### config.mk
export PLATFORM = sky130hd
export DESIGN_NAME = priority_stack_queue_core
export DESIGN_NICKNAME = d
export VERILOG_FILES = /design/src/psq_pkg.sv /design/src/priority_stack_queue_core.sv /design/src/psq_cell.sv
export SDC_FILE = /design/constraint.sdc
export NUM_CORES = 1
export LEC_CHECK = 0
export ABC_AREA = 0
export BUFFER_PORTS_ARGS = -buffer_cell sky130_fd_sc_hd__clkbuf_2
export CAP_MARGIN = 20
export CORE_ASPECT_RATIO = 1.1
export CORE_MARGIN = 4
export CORE_UTILIZATION = 50
export CTS_CLUSTER_DIAMETER = 60
export DETAILED_ROUTE_END_ITERATION = 16
export PLACE_DENSITY = 0.71
export RECOVER_POWER = 50
export SLEW_MARGIN = 10
export SYNTH_ARGS = -nofsm -noshare
export SYNTH_HDL_FRONTEND = slang
export SYNTH_SLANG_ARGS = --single-unit
### constraint.sdc
create_clock -name clock -period 8.7 [get_ports clock]
set_input_delay 1.74 -clock clock [delete_from_list [all_inputs] [get_ports clock]]
set_output_delay 1.74 -clock clock [all_outputs]
set_load 0.01 [all_outputs]
### src/psq_pkg.sv
// ----------------------------------------------------------------------------
// psq_pkg
// Shared types and codes for the priority stack queue: operation codes,
// status codes and the command word broadcast to every cell.
// ----------------------------------------------------------------------------
`default_nettype none

package psq_pkg;

   localparam logic OP_PUSH = 1'b0;
   localparam logic OP_POP  = 1'b1;

   typedef logic [1:0] psq_status_type;

   localparam psq_status_type STATUS_OK        = 2'd0;
   localparam psq_status_type STATUS_POP_EMPTY = 2'd1;
   localparam psq_status_type STATUS_PUSH_FULL = 2'd2;

   typedef struct packed {
      logic push;
      logic pop;
   } psq_cmd_type;

endpackage

`default_nettype wire

### src/priority_stack_queue_core.sv
// Latency: a result is presented the cycle after its request transfer.
// Throughput: one operation per cycle while the result side keeps up; all
//   cells compare the pushed priority and shift in the same cycle.
// Reset: synchronous; clears the entry count and the result valid. Slot
//   contents are not cleared and need no clearing pass.
// ----------------------------------------------------------------------------
// priority_stack_queue_core
// Bounded priority stack built as a row of cells sorted by descending
// priority; pushes insert ahead of equal priorities, pops remove the head.
// ----------------------------------------------------------------------------
`default_nettype none

module priority_stack_queue_core #(
   parameter int DEPTH      = 16,
   parameter int VALUE_BITS = 16,
   parameter int PRIO_BITS  = 8,
   localparam int CNT_BITS  = $clog2(DEPTH + 1)
) (
   input  wire                         clock,
   input  wire                         reset,
   input  wire                         req_valid,
   output logic                        req_ready,
   input  wire                         req_operation,
   input  wire  [VALUE_BITS-1:0]       req_item_value,
   input  wire  [PRIO_BITS-1:0]        req_item_priority,
   output logic                        rsp_valid,
   input  wire                         rsp_ready,
   output logic [VALUE_BITS-1:0]       rsp_head_value,
   output logic [PRIO_BITS-1:0]        rsp_head_priority,
   output logic [CNT_BITS-1:0]         rsp_entry_count,
   output logic                        rsp_is_empty,
   output psq_pkg::psq_status_type     rsp_status
);
   import psq_pkg::*;

   logic                  accept;
   logic                  full, empty;
   psq_cmd_type           cmd;
   psq_status_type        status_in;
   logic [CNT_BITS-1:0]   count_ff, count_in;

   logic                  rsp_valid_ff, rsp_valid_in;
   logic [VALUE_BITS-1:0] head_value_ff, head_value_in;
   logic [PRIO_BITS-1:0]  head_prio_ff, head_prio_in;
   logic [CNT_BITS-1:0]   rsp_count_ff;
   logic                  rsp_empty_ff;
   psq_status_type        rsp_status_ff;

   logic                  cell_keep       [DEPTH];
   logic [VALUE_BITS-1:0] cell_value      [DEPTH];
   logic [PRIO_BITS-1:0]  cell_prio       [DEPTH];
   logic [VALUE_BITS-1:0] cell_next_value [DEPTH];
   logic [PRIO_BITS-1:0]  cell_next_prio  [DEPTH];

   assign req_ready = !rsp_valid_ff || rsp_ready;
   assign accept    = req_valid && req_ready;
   assign full      = (count_ff == CNT_BITS'(DEPTH));
   assign empty     = (count_ff == '0);

   always_comb begin
      cmd       = '0;
      count_in  = count_ff;
      status_in = STATUS_OK;
      if (accept) begin
         if (req_operation == OP_PUSH) begin
            if (full) begin
               status_in = STATUS_PUSH_FULL;
            end else begin
               cmd.push = 1'b1;
               count_in = count_ff + 1'b1;
            end
         end else begin
            if (empty) begin
               status_in = STATUS_POP_EMPTY;
            end else begin
               cmd.pop  = 1'b1;
               count_in = count_ff - 1'b1;
            end
         end
      end
   end

   genvar i;
   generate
      for (i = 0; i < DEPTH; i++) begin : g_cell
         logic                  left_keep;
         logic [VALUE_BITS-1:0] left_value, right_value;
         logic [PRIO_BITS-1:0]  left_prio, right_prio;

         if (i == 0) begin : g_first
            assign left_keep  = 1'b1;
            assign left_value = '0;
            assign left_prio  = '0;
         end else begin : g_inner
            assign left_keep  = cell_keep[i-1];
            assign left_value = cell_value[i-1];
            assign left_prio  = cell_prio[i-1];
         end

         if (i == DEPTH - 1) begin : g_last
            assign right_value = cell_value[i];
            assign right_prio  = cell_prio[i];
         end else begin : g_body
            assign right_value = cell_value[i+1];
            assign right_prio  = cell_prio[i+1];
         end

         psq_cell #(
            .VALUE_BITS (VALUE_BITS),
            .PRIO_BITS  (PRIO_BITS)
         ) u_cell (
            .clock         (clock),
            .cmd_i         (cmd),
            .occupied_i    (count_ff > CNT_BITS'(i)),
            .new_value_i   (req_item_value),
            .new_prio_i    (req_item_priority),
            .left_keep_i   (left_keep),
            .left_value_i  (left_value),
            .left_prio_i   (left_prio),
            .right_value_i (right_value),
            .right_prio_i  (right_prio),
            .keep_o        (cell_keep[i]),
            .value_o       (cell_value[i]),
            .prio_o        (cell_prio[i]),
            .next_value_o  (cell_next_value[i]),
            .next_prio_o   (cell_next_prio[i])
         );
      end
   endgenerate

   always_comb begin
      rsp_valid_in = rsp_valid_ff;
      if (accept) begin
         rsp_valid_in = 1'b1;
      end else if (rsp_ready) begin
         rsp_valid_in = 1'b0;
      end
      if (count_in == '0) begin
         head_value_in = '0;
         head_prio_in  = '0;
      end else begin
         head_value_in = cell_next_value[0];
         head_prio_in  = cell_next_prio[0];
      end
   end

   always_ff @(posedge clock) begin
      if (reset) begin
         count_ff     <= '0;
         rsp_valid_ff <= 1'b0;
      end else begin
         count_ff     <= count_in;
         rsp_valid_ff <= rsp_valid_in;
      end
   end

   always_ff @(posedge clock) begin
      if (accept) begin
         head_value_ff <= head_value_in;
         head_prio_ff  <= head_prio_in;
         rsp_count_ff  <= count_in;
         rsp_empty_ff  <= (count_in == '0);
         rsp_status_ff <= status_in;
      end
   end

   assign rsp_valid         = rsp_valid_ff;
   assign rsp_head_value    = head_value_ff;
   assign rsp_head_priority = head_prio_ff;
   assign rsp_entry_count   = rsp_count_ff;
   assign rsp_is_empty      = rsp_empty_ff;
   assign rsp_status        = rsp_status_ff;

   a_count_bound: assert property (@(posedge clock) disable iff (reset)
      count_ff <= CNT_BITS'(DEPTH))
      else $error("entry count exceeds depth");

   a_push_grows: assert property (@(posedge clock) disable iff (reset)
      accept && req_operation == OP_PUSH && !full |=> count_ff == $past(count_ff) + 1'b1)
      else $error("push did not grow the store");

   a_pop_empty_holds: assert property (@(posedge clock) disable iff (reset)
      accept && req_operation == OP_POP && empty |=> count_ff == '0 &&
      rsp_status == STATUS_POP_EMPTY)
      else $error("pop on empty changed the store");

   a_result_matches: assert property (@(posedge clock) disable iff (reset)
      accept |=> rsp_valid && rsp_entry_count == count_ff)
      else $error("result count does not match store");

   a_empty_head_zero: assert property (@(posedge clock) disable iff (reset)
      rsp_valid && rsp_is_empty |-> rsp_entry_count == '0 && rsp_head_priority == '0)
      else $error("empty result carries a head");

endmodule

`default_nettype wire

### src/psq_cell.sv
// ----------------------------------------------------------------------------
// psq_cell
// One slot of the sorted store. Compares the pushed priority against its own
// entry and either holds, takes the new pair, takes its left neighbor's pair
// (shift toward the tail) or takes its right neighbor's pair (shift toward
// the head on pop).
// ----------------------------------------------------------------------------
`default_nettype none

module psq_cell #(
   parameter int VALUE_BITS = 16,
   parameter int PRIO_BITS  = 8
) (
   input  wire                       clock,
   input  psq_pkg::psq_cmd_type      cmd_i,
   input  wire                       occupied_i,
   input  wire  [VALUE_BITS-1:0]     new_value_i,
   input  wire  [PRIO_BITS-1:0]      new_prio_i,
   input  wire                       left_keep_i,
   input  wire  [VALUE_BITS-1:0]     left_value_i,
   input  wire  [PRIO_BITS-1:0]      left_prio_i,
   input  wire  [VALUE_BITS-1:0]     right_value_i,
   input  wire  [PRIO_BITS-1:0]      right_prio_i,
   output logic                      keep_o,
   output logic [VALUE_BITS-1:0]     value_o,
   output logic [PRIO_BITS-1:0]      prio_o,
   output logic [VALUE_BITS-1:0]     next_value_o,
   output logic [PRIO_BITS-1:0]      next_prio_o
);
   import psq_pkg::*;

   logic [VALUE_BITS-1:0] value_ff, value_in;
   logic [PRIO_BITS-1:0]  prio_ff, prio_in;
   logic                  keep;

   assign keep = occupied_i && (new_prio_i < prio_ff);

   always_comb begin
      value_in = value_ff;
      prio_in  = prio_ff;
      if (cmd_i.push && !keep) begin
         if (left_keep_i) begin
            value_in = new_value_i;
            prio_in  = new_prio_i;
         end else begin
            value_in = left_value_i;
            prio_in  = left_prio_i;
         end
      end else if (cmd_i.pop) begin
         value_in = right_value_i;
         prio_in  = right_prio_i;
      end
   end

   always_ff @(posedge clock) begin
      value_ff <= value_in;
      prio_ff  <= prio_in;
   end

   assign keep_o       = keep;
   assign value_o      = value_ff;
   assign prio_o       = prio_ff;
   assign next_value_o = value_in;
   assign next_prio_o  = prio_in;

endmodule

`default_nettype wire
# Word level (Yosys, flattened, before mapping)
# Index checks and enable logic that the tools add are counted.
[op_classes]
n_addsub = 2
magnitude_cmp = 32
eq_ne = 1
n_mux = 104
n_reduce_logical = 68
[op_table]
columns = ["op", "n"]
rows = [
  ["2-to-1 mux 16 bit", 45],
  ["2-to-1 mux 8 bit", 45],
  ["less-than comparator 8 bit", 16],
  ["greater-than comparator 5 x 4 -> 1 bit, second input constant", 8],
  ["logical AND 1 bit", 33],
  ["nonzero test 2 bit", 15],
  ["greater-than comparator 5 x 3 -> 1 bit, second input constant", 4],
  ["2-to-1 mux 5 bit", 4],
  ["zero test 1 bit", 17],
  ["greater-than comparator 5 x 1 -> 1 bit, second input constant", 2],
  ["greater-than comparator 5 x 2 -> 1 bit, second input constant", 2],
  ["zero test 5 bit", 2],
  ["2-to-1 mux 1 bit", 7],
  ["2-to-1 mux 2 bit", 3],
  ["adder 5 x 1 -> 5 bit, second input constant", 1],
  ["== test 5 bit, second input constant", 1],
  ["subtractor 5 x 1 -> 5 bit, second input constant", 1],
  ["logical OR 1 bit", 1],
]
[word_totals]
regBits = 422
in_bits = 29
output_inout_bits = 34
elab_cells = 246

# Depth between registers and ports, before layout
# Gate-level depths: netlist (run 1).
[logic_depth]
depth_word = 6
ltp_mapped = 12

# Hierarchy
# Synthesis (run 1) repeated with hierarchy kept, for this count alone.
[unflattened]
cells_unflattened = 2258
hier_area_um2 = 25688.4
[modules_own_cells]
columns = ["mod", "instances", "cells_per_inst", "area_each_um2", "seq_area_each_um2"]
rows = [
  ["psq_cell", 16, 129, 1480.2, 480.5],
  ["priority_stack_queue_core", 1, 194, 2005.7, 1081.0],
]

# Worst setup path after synthesis (run 1)
# Ideal clock, no wire load.
[synth_path]
path_kind = "input to register"
start = "in rsp_ready"
end = "reg g_cell[15].u_cell.prio_ff[0], enable pin"
setup_time_ps = 442
arrival_time_ps = 5304
path_slack_ps = 2954
cell_stages = 7
path_cell_list = "nand2b_1 > nand2_1 > inv_1 > nand2_1 > clkbuf_1 > clkbuf_1 > a211oi_1"
[synth_between]
elab_chain_cells = 4
[synth_lines]
columns = ["element", "line", "rtl"]
rows = [
  ["start, declared", "priority_stack_queue_core.sv:27", "input wire rsp_ready,"],
  ["logical OR 1 bit", "priority_stack_queue_core.sv:55", "assign req_ready = !rsp_valid_ff || rsp_ready;"],
  ["logical AND 1 bit", "priority_stack_queue_core.sv:56", "assign accept = req_valid && req_ready;"],
  ["net accept", "priority_stack_queue_core.sv:36", "logic accept;"],
  ["2-to-1 mux 2 bit", "priority_stack_queue_core.sv:64", "if (accept) begin"],
  ["logical AND 1 bit", "psq_cell.sv:41", "if (cmd_i.push && !keep) begin"],
  ["end signal, assigned", "psq_cell.sv:57", "prio_ff <= prio_in;"],
  ["end, declared", "psq_cell.sv:33", "logic [PRIO_BITS-1:0] prio_ff, prio_in;"],
]
# The timed path passes the listed nets, and every way through them passes these cells.
# A chain may end at the register's enable or synchronous reset.

# Final worst setup path (run 1)
[layout_path]
start = "in req_item_priority[5]"
end = "reg g_cell[13].u_cell.prio_ff[3], enable pin"
[layout_between]
elab_chain_cells = 5
[layout_lines]
columns = ["element", "line", "rtl"]
rows = [
  ["start, declared", "priority_stack_queue_core.sv:25", "input wire [PRIO_BITS-1:0] req_item_priority,"],
  ["less-than comparator 8 bit", "psq_cell.sv:36", "assign keep = occupied_i && (new_prio_i < prio_ff);"],
  ["logical AND 1 bit", "psq_cell.sv:36", ""],
  ["zero test 1 bit", "psq_cell.sv:41", ""],
  ["logical AND 1 bit", "psq_cell.sv:41", ""],
  ["nonzero test 2 bit (no source line)", "n/a", ""],
  ["end signal, assigned", "psq_cell.sv:57", ""],
  ["end, declared", "psq_cell.sv:33", ""],
]
# Every way passes these cells.

==> metrics.csv, run 1 <==
stage,metric,value,unit
pwr,Switch Pwr,0.00204,W
detailed_routing,Total Wirelength,54700,um
finish,# diodes,0,
sta,Max Clk Rate,150,MHz
place,gpl congestion,0.859,
detailed_routing,routed len/inst,18.3,um
global_route,vias in the first global route,16400,
synthesis,Mapped Cells,2308,
synthesis,number of distinct library cells after synthesis,62,
synthesis,average size of a mapped cell,10.4,um2
detailed_routing,post-DR vias/cell,5.69,
finish,fin area,26600,um2
hold_path,min-delay src,g_cell[10].u_cell.prio_o[2]$_DFFE_PP_,
die,starting density of the core,51.0,%
global_route,total grt overflow,0,
clock_tree,CTS H-Tree Depth,2,
sta,final hold viol count,0,
clock_tree,Post-CTS Setup Bufs,0,
clock_tree,Clock transition at path regs,0.06,ns
synthesis,post-synth top area share,49.0,%
sta,slew at the pin closest to its max-slew limit,1.99,ns
critical_path,CP arrival,6.98,ns
finish,Final Net Count,2453,
clock_tree,Hold Buf Count CTS,0,
critical_path,Crit Path Max Fanout,49,
die,std cell rows,83,
synthesis,"Seq/Total Area, Yosys",51.5,%
detailed_routing,Vias,17000,
sta,final setup vio count,0,
clock_tree,TritonCTS buffer count,50,
place,Post-DP Area,24900,um2
pwr,PwrDens,254,nW/um2
finish,Post-Layout Cell Count,2984,
synthesis,#FFs+latches synth,422,
sta,Worst Skew,0.0363,ns
sta,relative slew slack,-32.4,%
clock_tree,Resized Gates After CTS,0,
synthesis,Async SR Flop Fraction,0,%
pwr,Sequential Power Share,43.3,%
global_route,first-pass GRT wire length,87500,um
sta,RSZ-0062 raised after global routing,no,
pwr,Static Leak,10.7,nW
synthesis,ys flop type,edfxtp_1,
pwr,Pwr Total,0.00674,W
outcome,status,finished with violations,
pwr,Comb power frac,23.8,%
finish,fill cell count,4082,
finish,layout cells sized above 1,9.50,%
finish,most frequent cells in the layout,"edfxtp_1 (392), nand2_1 (299), mux2i_1 (298)",
clock_tree,Longest Clk Path Bufs,3,
place,dpl cells,2887,
finish,area delta synth->final,10.6,%
critical_path,Worst EP required,9.03,ns
synthesis,synth warn,0,
place,Final HPWL DP,39500,um
global_route,GRT Util Overall,20.6,%
pwr,Clk pwr share,32.9,%
detailed_routing,DR iter-0 viols,1440,
die,Die ar.,51600,um2
pwr,Max VDD drop,0.184,mV
sta,"Slew Viols, Final",302,
synthesis,Synth Net Count,2455,
pwr,Sw Share,30.3,%
sta,setup_tns,0,ns
detailed_routing,DR pass1 iterations,6,
clock_tree,CTS root buf,clkbuf_16,
detailed_routing,Antenna Nets Post-Route,0,
critical_path,CP startpoint kind,primary input,
outcome,failing checks,"max-capacitance violations, max-slew violations",
pwr,Pint,0.00470,W
synthesis,cell area after synthesis,24000,um2
critical_path,nature of the critical path endpoint,register,
synthesis,cell accounting for the most synthesized area,edfxtp_1,
synthesis,Post-synth EDFFs,392,
synthesis,Synth area leaders,"edfxtp_1 (49%), mux2i_1 (12%), ha_1 (6.1%)",
global_route,largest net degree at the start of global routing,50,
critical_path,Setup crit start,req_item_priority[5],
finish,"commonest non-fill, non-tap cell in the layout",edfxtp_1,
sta,final worst-path cycle share,76.4,%
clock_tree,Num Clock Sinks,422,
critical_path,Setup CP Type,in -> reg,
die,Die Span Y,238,um
clock_tree,worst skew pair latency,0.61,ns
hold_path,Min-Delay Path Class,reg -> reg,
die,die width,217,um
clock_tree,CTS tree,yes,
die,IO Pins,63,
die,CORE AREA,47100,um2
critical_path,Crit Reg-Reg Startpoint,rsp_valid$_SDFFE_PP0P_,
sta,hold slack,0.537,ns
global_route,initial antenna violation count,0,
job,maxcap violations,9,
place,buffers added on ports,62,
sta,Final min period,6.65,ns
detailed_routing,DRC viols,0,
power groups by stage:
stage / clock network, W / logic (W) / registers (W)
6_report: 0.00222 / 0.00161 / 0.00292
5_1_grt: 0.00233 / 0.00181 / 0.00295
4_1_cts: 0.00225 / 0.00163 / 0.00291
3_5_place_dp: 0 / 0.00163 / 0.00295
3_3_place_gp: 0 / 0.00157 / 0.00294
2_1_floorplan: 0 / 0.00123 / 0.00288
routing by layer:
| metal | GRT usage (%) | routed length [um] | vias to the layer above |
|---|---|---|---|
| li1 | - | - | 8328 |
| met1 | 28.7 | 24800 | 8054 |
| met2 | 33.8 | 25400 | 518 |
| met3 | 3.34 | 3410 | 81 |
| met4 | 5.15 | 1070 | 0 |
| met5 | 0 | 0 | - |
state kept, by name (all words and copies together) (netlist names):
signal                 count
g_cell.u_cell.value_o    256
g_cell.u_cell.prio_o     128
rsp_head_value            16
rsp_head_priority          8
count_ff                   5
rsp_entry_count            5
rsp_status                 2
rsp_is_empty               1
rsp_valid                  1
final cells by class:
type / instances / area [um2] / share of cell area, %
multi-input cells: 1606 / 10600 / 39.8
clock inverters: 30 / 399 / 1.50
clock buffers: 63 / 1360 / 5.12
flip-flops and latches: 422 / 12400 / 46.5
repair buffers: 106 / 628 / 2.36
well taps: 637 / 797 / 3.00
inverters: 120 / 450 / 1.69
cells by family after synthesis:
| family | after synthesis | synth area share, % |
|---|---|---|
| AO/OA/AOI/OAI | 574 | 13.4 |
| XOR/XNOR | 2 | 0.0729 |
| adder cells (fa/ha/maj) | 118 | 6.14 |
| buffers and inverters | 280 | 4.84 |
| flip-flops | 422 | 51.5 |
| multiplexers | 322 | 13.5 |
| AND/OR/NAND/NOR | 590 | 10.5 |
critical path, stage by stage:
cell      delay [ns]
clkbuf_1        0.26
clkbuf_1        1.32
ha_1            0.45
a211o_1         0.31
a211oi_1        0.24
o211a_1         0.23
nand2b_1        0.12
clkbuf_1        1.37
nand2_1         0.57
buf_16          0.32
cell usage after synthesis (all sizes together) (2+ instances only):
master   number
nand4         6
mux2i       298
clkbuf      101
nand2       300
a221o         4
and2          2
inv         120
or2          25
edfxtp      392
a21boi        2
o21ai       290
a211oi       15
a2111oi       9
a21oi       207
o211ai        7
or3b          2
nor2        180
nor3b         8
ha          118
mux2         24
xnor2         2
nor2b         4
a2111o        2
o31ai         7
nor3         25
nand3        12
o21a          6
a41oi         2
buf          59
nand2b       18
a221oi        4
dfxtp        30
a21o          3
a211o         5
a31oi         3
through the flow:
step | utilization, % | setup slack [ns]
floorplan | - | 2.95
global placement | 52.8 | 3.12
detailed placement | 52.8 | 3.06
CTS | 56.6 | 3.68
global route | 56.4 | 1.71
finish | 56.4 | 2.05
worst paths after layout:
| path | to | slack (ns) | depth (start not counted) |
|---|---|---|---|
| worst max register to register | g_cell[14].u_cell.value_o[10]$_DFFE_PP_ | 3.37 | 10 |
| worst min register to register | g_cell[9].u_cell.prio_o[2]$_DFFE_PP_ | 0.54 | 2 |
| worst min-delay path | g_cell[9].u_cell.prio_o[2]$_DFFE_PP_ | 0.54 | 2 |
| worst max-delay path | g_cell[13].u_cell.prio_o[3]$_DFFE_PP_ | 2.05 | 10 |
Power figures use the tool's default switching activity.
==> inputs of run 2 (changes only) <==
==> constraint.sdc (replaced) <==
create_clock -name clock -period 6.3 [get_ports clock]
set_input_delay 1.26 -clock clock [delete_from_list [all_inputs] [get_ports clock]]
set_output_delay 1.26 -clock clock [all_outputs]
set_load 0.01 [all_outputs]
==> metrics.csv, run 2 (synthesized netlist as in run 1, its figures left out) <==
stage,metric,value,unit
clock_tree,Resized Gates After CTS,0,
sta,Worst Skew,0.0209,ns
outcome,status,finished with violations,
die,Die ar.,51600,um2
detailed_routing,routed len/inst,18.2,um
clock_tree,Longest Clk Path Bufs,3,
clock_tree,worst skew pair latency,0.59,ns
global_route,first-pass GRT wire length,87600,um
critical_path,Worst EP required,6.62,ns
global_route,vias in the first global route,16500,
sta,setup_tns,0,ns
global_route,GRT Util Overall,20.5,%
critical_path,CP arrival,5.45,ns
detailed_routing,DR pass1 iterations,6,
global_route,total grt overflow,0,
clock_tree,CTS root buf,clkbuf_16,
pwr,Static Leak,10.6,nW
detailed_routing,Antenna Nets Post-Route,0,
critical_path,nature of the critical path endpoint,register,
finish,max reg flops,256,
critical_path,Crit Path Max Fanout,40,
sta,RSZ-0062 raised after global routing,no,
die,Die Span Y,238,um
detailed_routing,Total Wirelength,54300,um
critical_path,CP startpoint kind,primary input,
die,IO Pins,63,
clock_tree,CTS tree,yes,
outcome,failing checks,"max-capacitance violations, max-slew violations",
finish,utilization after layout,55.9,%
die,die width,217,um
sta,final setup vio count,0,
hold_path,Min-Delay Path Class,reg -> reg,
sta,Final min period,5.13,ns
sta,final hold viol count,0,
sta,relative slew slack,-37.2,%
sta,final worst-path cycle share,81.4,%
die,CORE AREA,47100,um2
sta,"Slew Viols, Final",167,
finish,# diodes,0,
pwr,Max VDD drop,0.232,mV
sta,Max Clk Rate,195,MHz
clock_tree,Post-CTS Setup Bufs,0,
finish,Final Net Count,2458,
detailed_routing,DR iter-0 viols,1404,
pwr,PwrDens,338,nW/um2
job,maxcap violations,6,
clock_tree,TritonCTS buffer count,46,
sta,slew at the pin closest to its max-slew limit,2.06,ns
clock_tree,Num Clock Sinks,422,
finish,"commonest non-fill, non-tap cell in the layout",edfxtp_1,
global_route,initial antenna violation count,0,
detailed_routing,post-DR vias/cell,5.65,
finish,layout cells sized above 1,9.12,%
place,gpl congestion,0.838,
critical_path,Setup CP Type,in -> reg,
place,Final HPWL DP,38900,um
finish,area delta synth->final,9.72,%
clock_tree,Hold Buf Count CTS,0,
finish,most frequent cells in the layout,"edfxtp_1 (392), nand2_1 (300), mux2i_1 (298)",
clock_tree,Clock transition at path regs,0.06,ns
place,buffers added on ports,62,
die,starting density of the core,51.0,%
detailed_routing,Vias,16800,
clock_tree,CTS H-Tree Depth,2,
detailed_routing,DRC viols,0,
global_route,largest net degree at the start of global routing,50,
die,std cell rows,83,
## run 2: path summary, 6_finish.rpt
check | startpoint | to | slack [ns] | depth (start not counted)
max | rsp_ready | g_cell[7].u_cell.value_o[4]$_DFFE_PP_ | 1.17 | 11
min | g_cell[13].u_cell.value_o[13]$_DFFE_PP_ | g_cell[12].u_cell.value_o[13]$_DFFE_PP_ | 0.55 | 2
max reg2reg | rsp_valid$_SDFFE_PP0P_ | g_cell[7].u_cell.value_o[4]$_DFFE_PP_ | 1.68 | 10
min reg2reg | g_cell[13].u_cell.value_o[13]$_DFFE_PP_ | g_cell[12].u_cell.value_o[13]$_DFFE_PP_ | 0.55 | 2
## run 2: power by group
part           internal, W  switching [W]  leakage (nW)
Combinational     0.000881        0.00135          5.87
Sequential         0.00374       0.000279          3.96
Clock              0.00155        0.00111         0.718
## run 2: layout make-up
| type | count | area, um2 |
|---|---|---|
| clock inverters | 19 | 215 |
| clock buffers | 64 | 1250 |
| well taps | 637 | 797 |
| inverters | 120 | 450 |
| fillers | 4065 | 20800 |
| flip-flops and latches | 422 | 12400 |
| multi-input cells | 1606 | 10600 |
| repair buffers | 115 | 681 |
## run 2: layer usage
layer | vias to the layer above | routed length, um | GRT usage (%) | share of wire [%]
li1 | 8309 | - | - | -
met1 | 8001 | 24400 | 27.9 | 45
met2 | 446 | 25800 | 34.6 | 48
met3 | 91 | 2870 | 3.32 | 5.3
met4 | 0 | 1210 | 5.32 | 2.2
met5 | - | 0 | 0 | 0
## run 2: critical path, cell delays in order
cell	delay (ns)
clkbuf_2	0.07
nand2b_1	0.22
nand2_1	0.11
clkbuf_1	0.66
inv_1	0.43
nand2_1	0.14
clkbuf_1	1.48
a21oi_1	0.51
buf_12	0.36
nor2_1	0.12
a21oi_1	0.06
## run 2: stage by stage
step / hold slack (ns) / worst slack (ns) / cell area (um2) / std cells / total power, W
5_1_grt: 0.574 / 1.01 / 26400 / 2983 / 0.00942
2_1_floorplan: 0.516 / 1.03 / 24000 / 2308 / 0.00568
4_1_cts: 0.550 / 2.32 / 26400 / 2977 / 0.00899
3_5_place_dp: 0.537 / 1.69 / 25000 / 2894 / 0.00632
3_3_place_gp: 0.524 / 1.78 / 24900 / 2891 / 0.00623
6_report: 0.549 / 1.17 / 26400 / 2983 / 0.00892
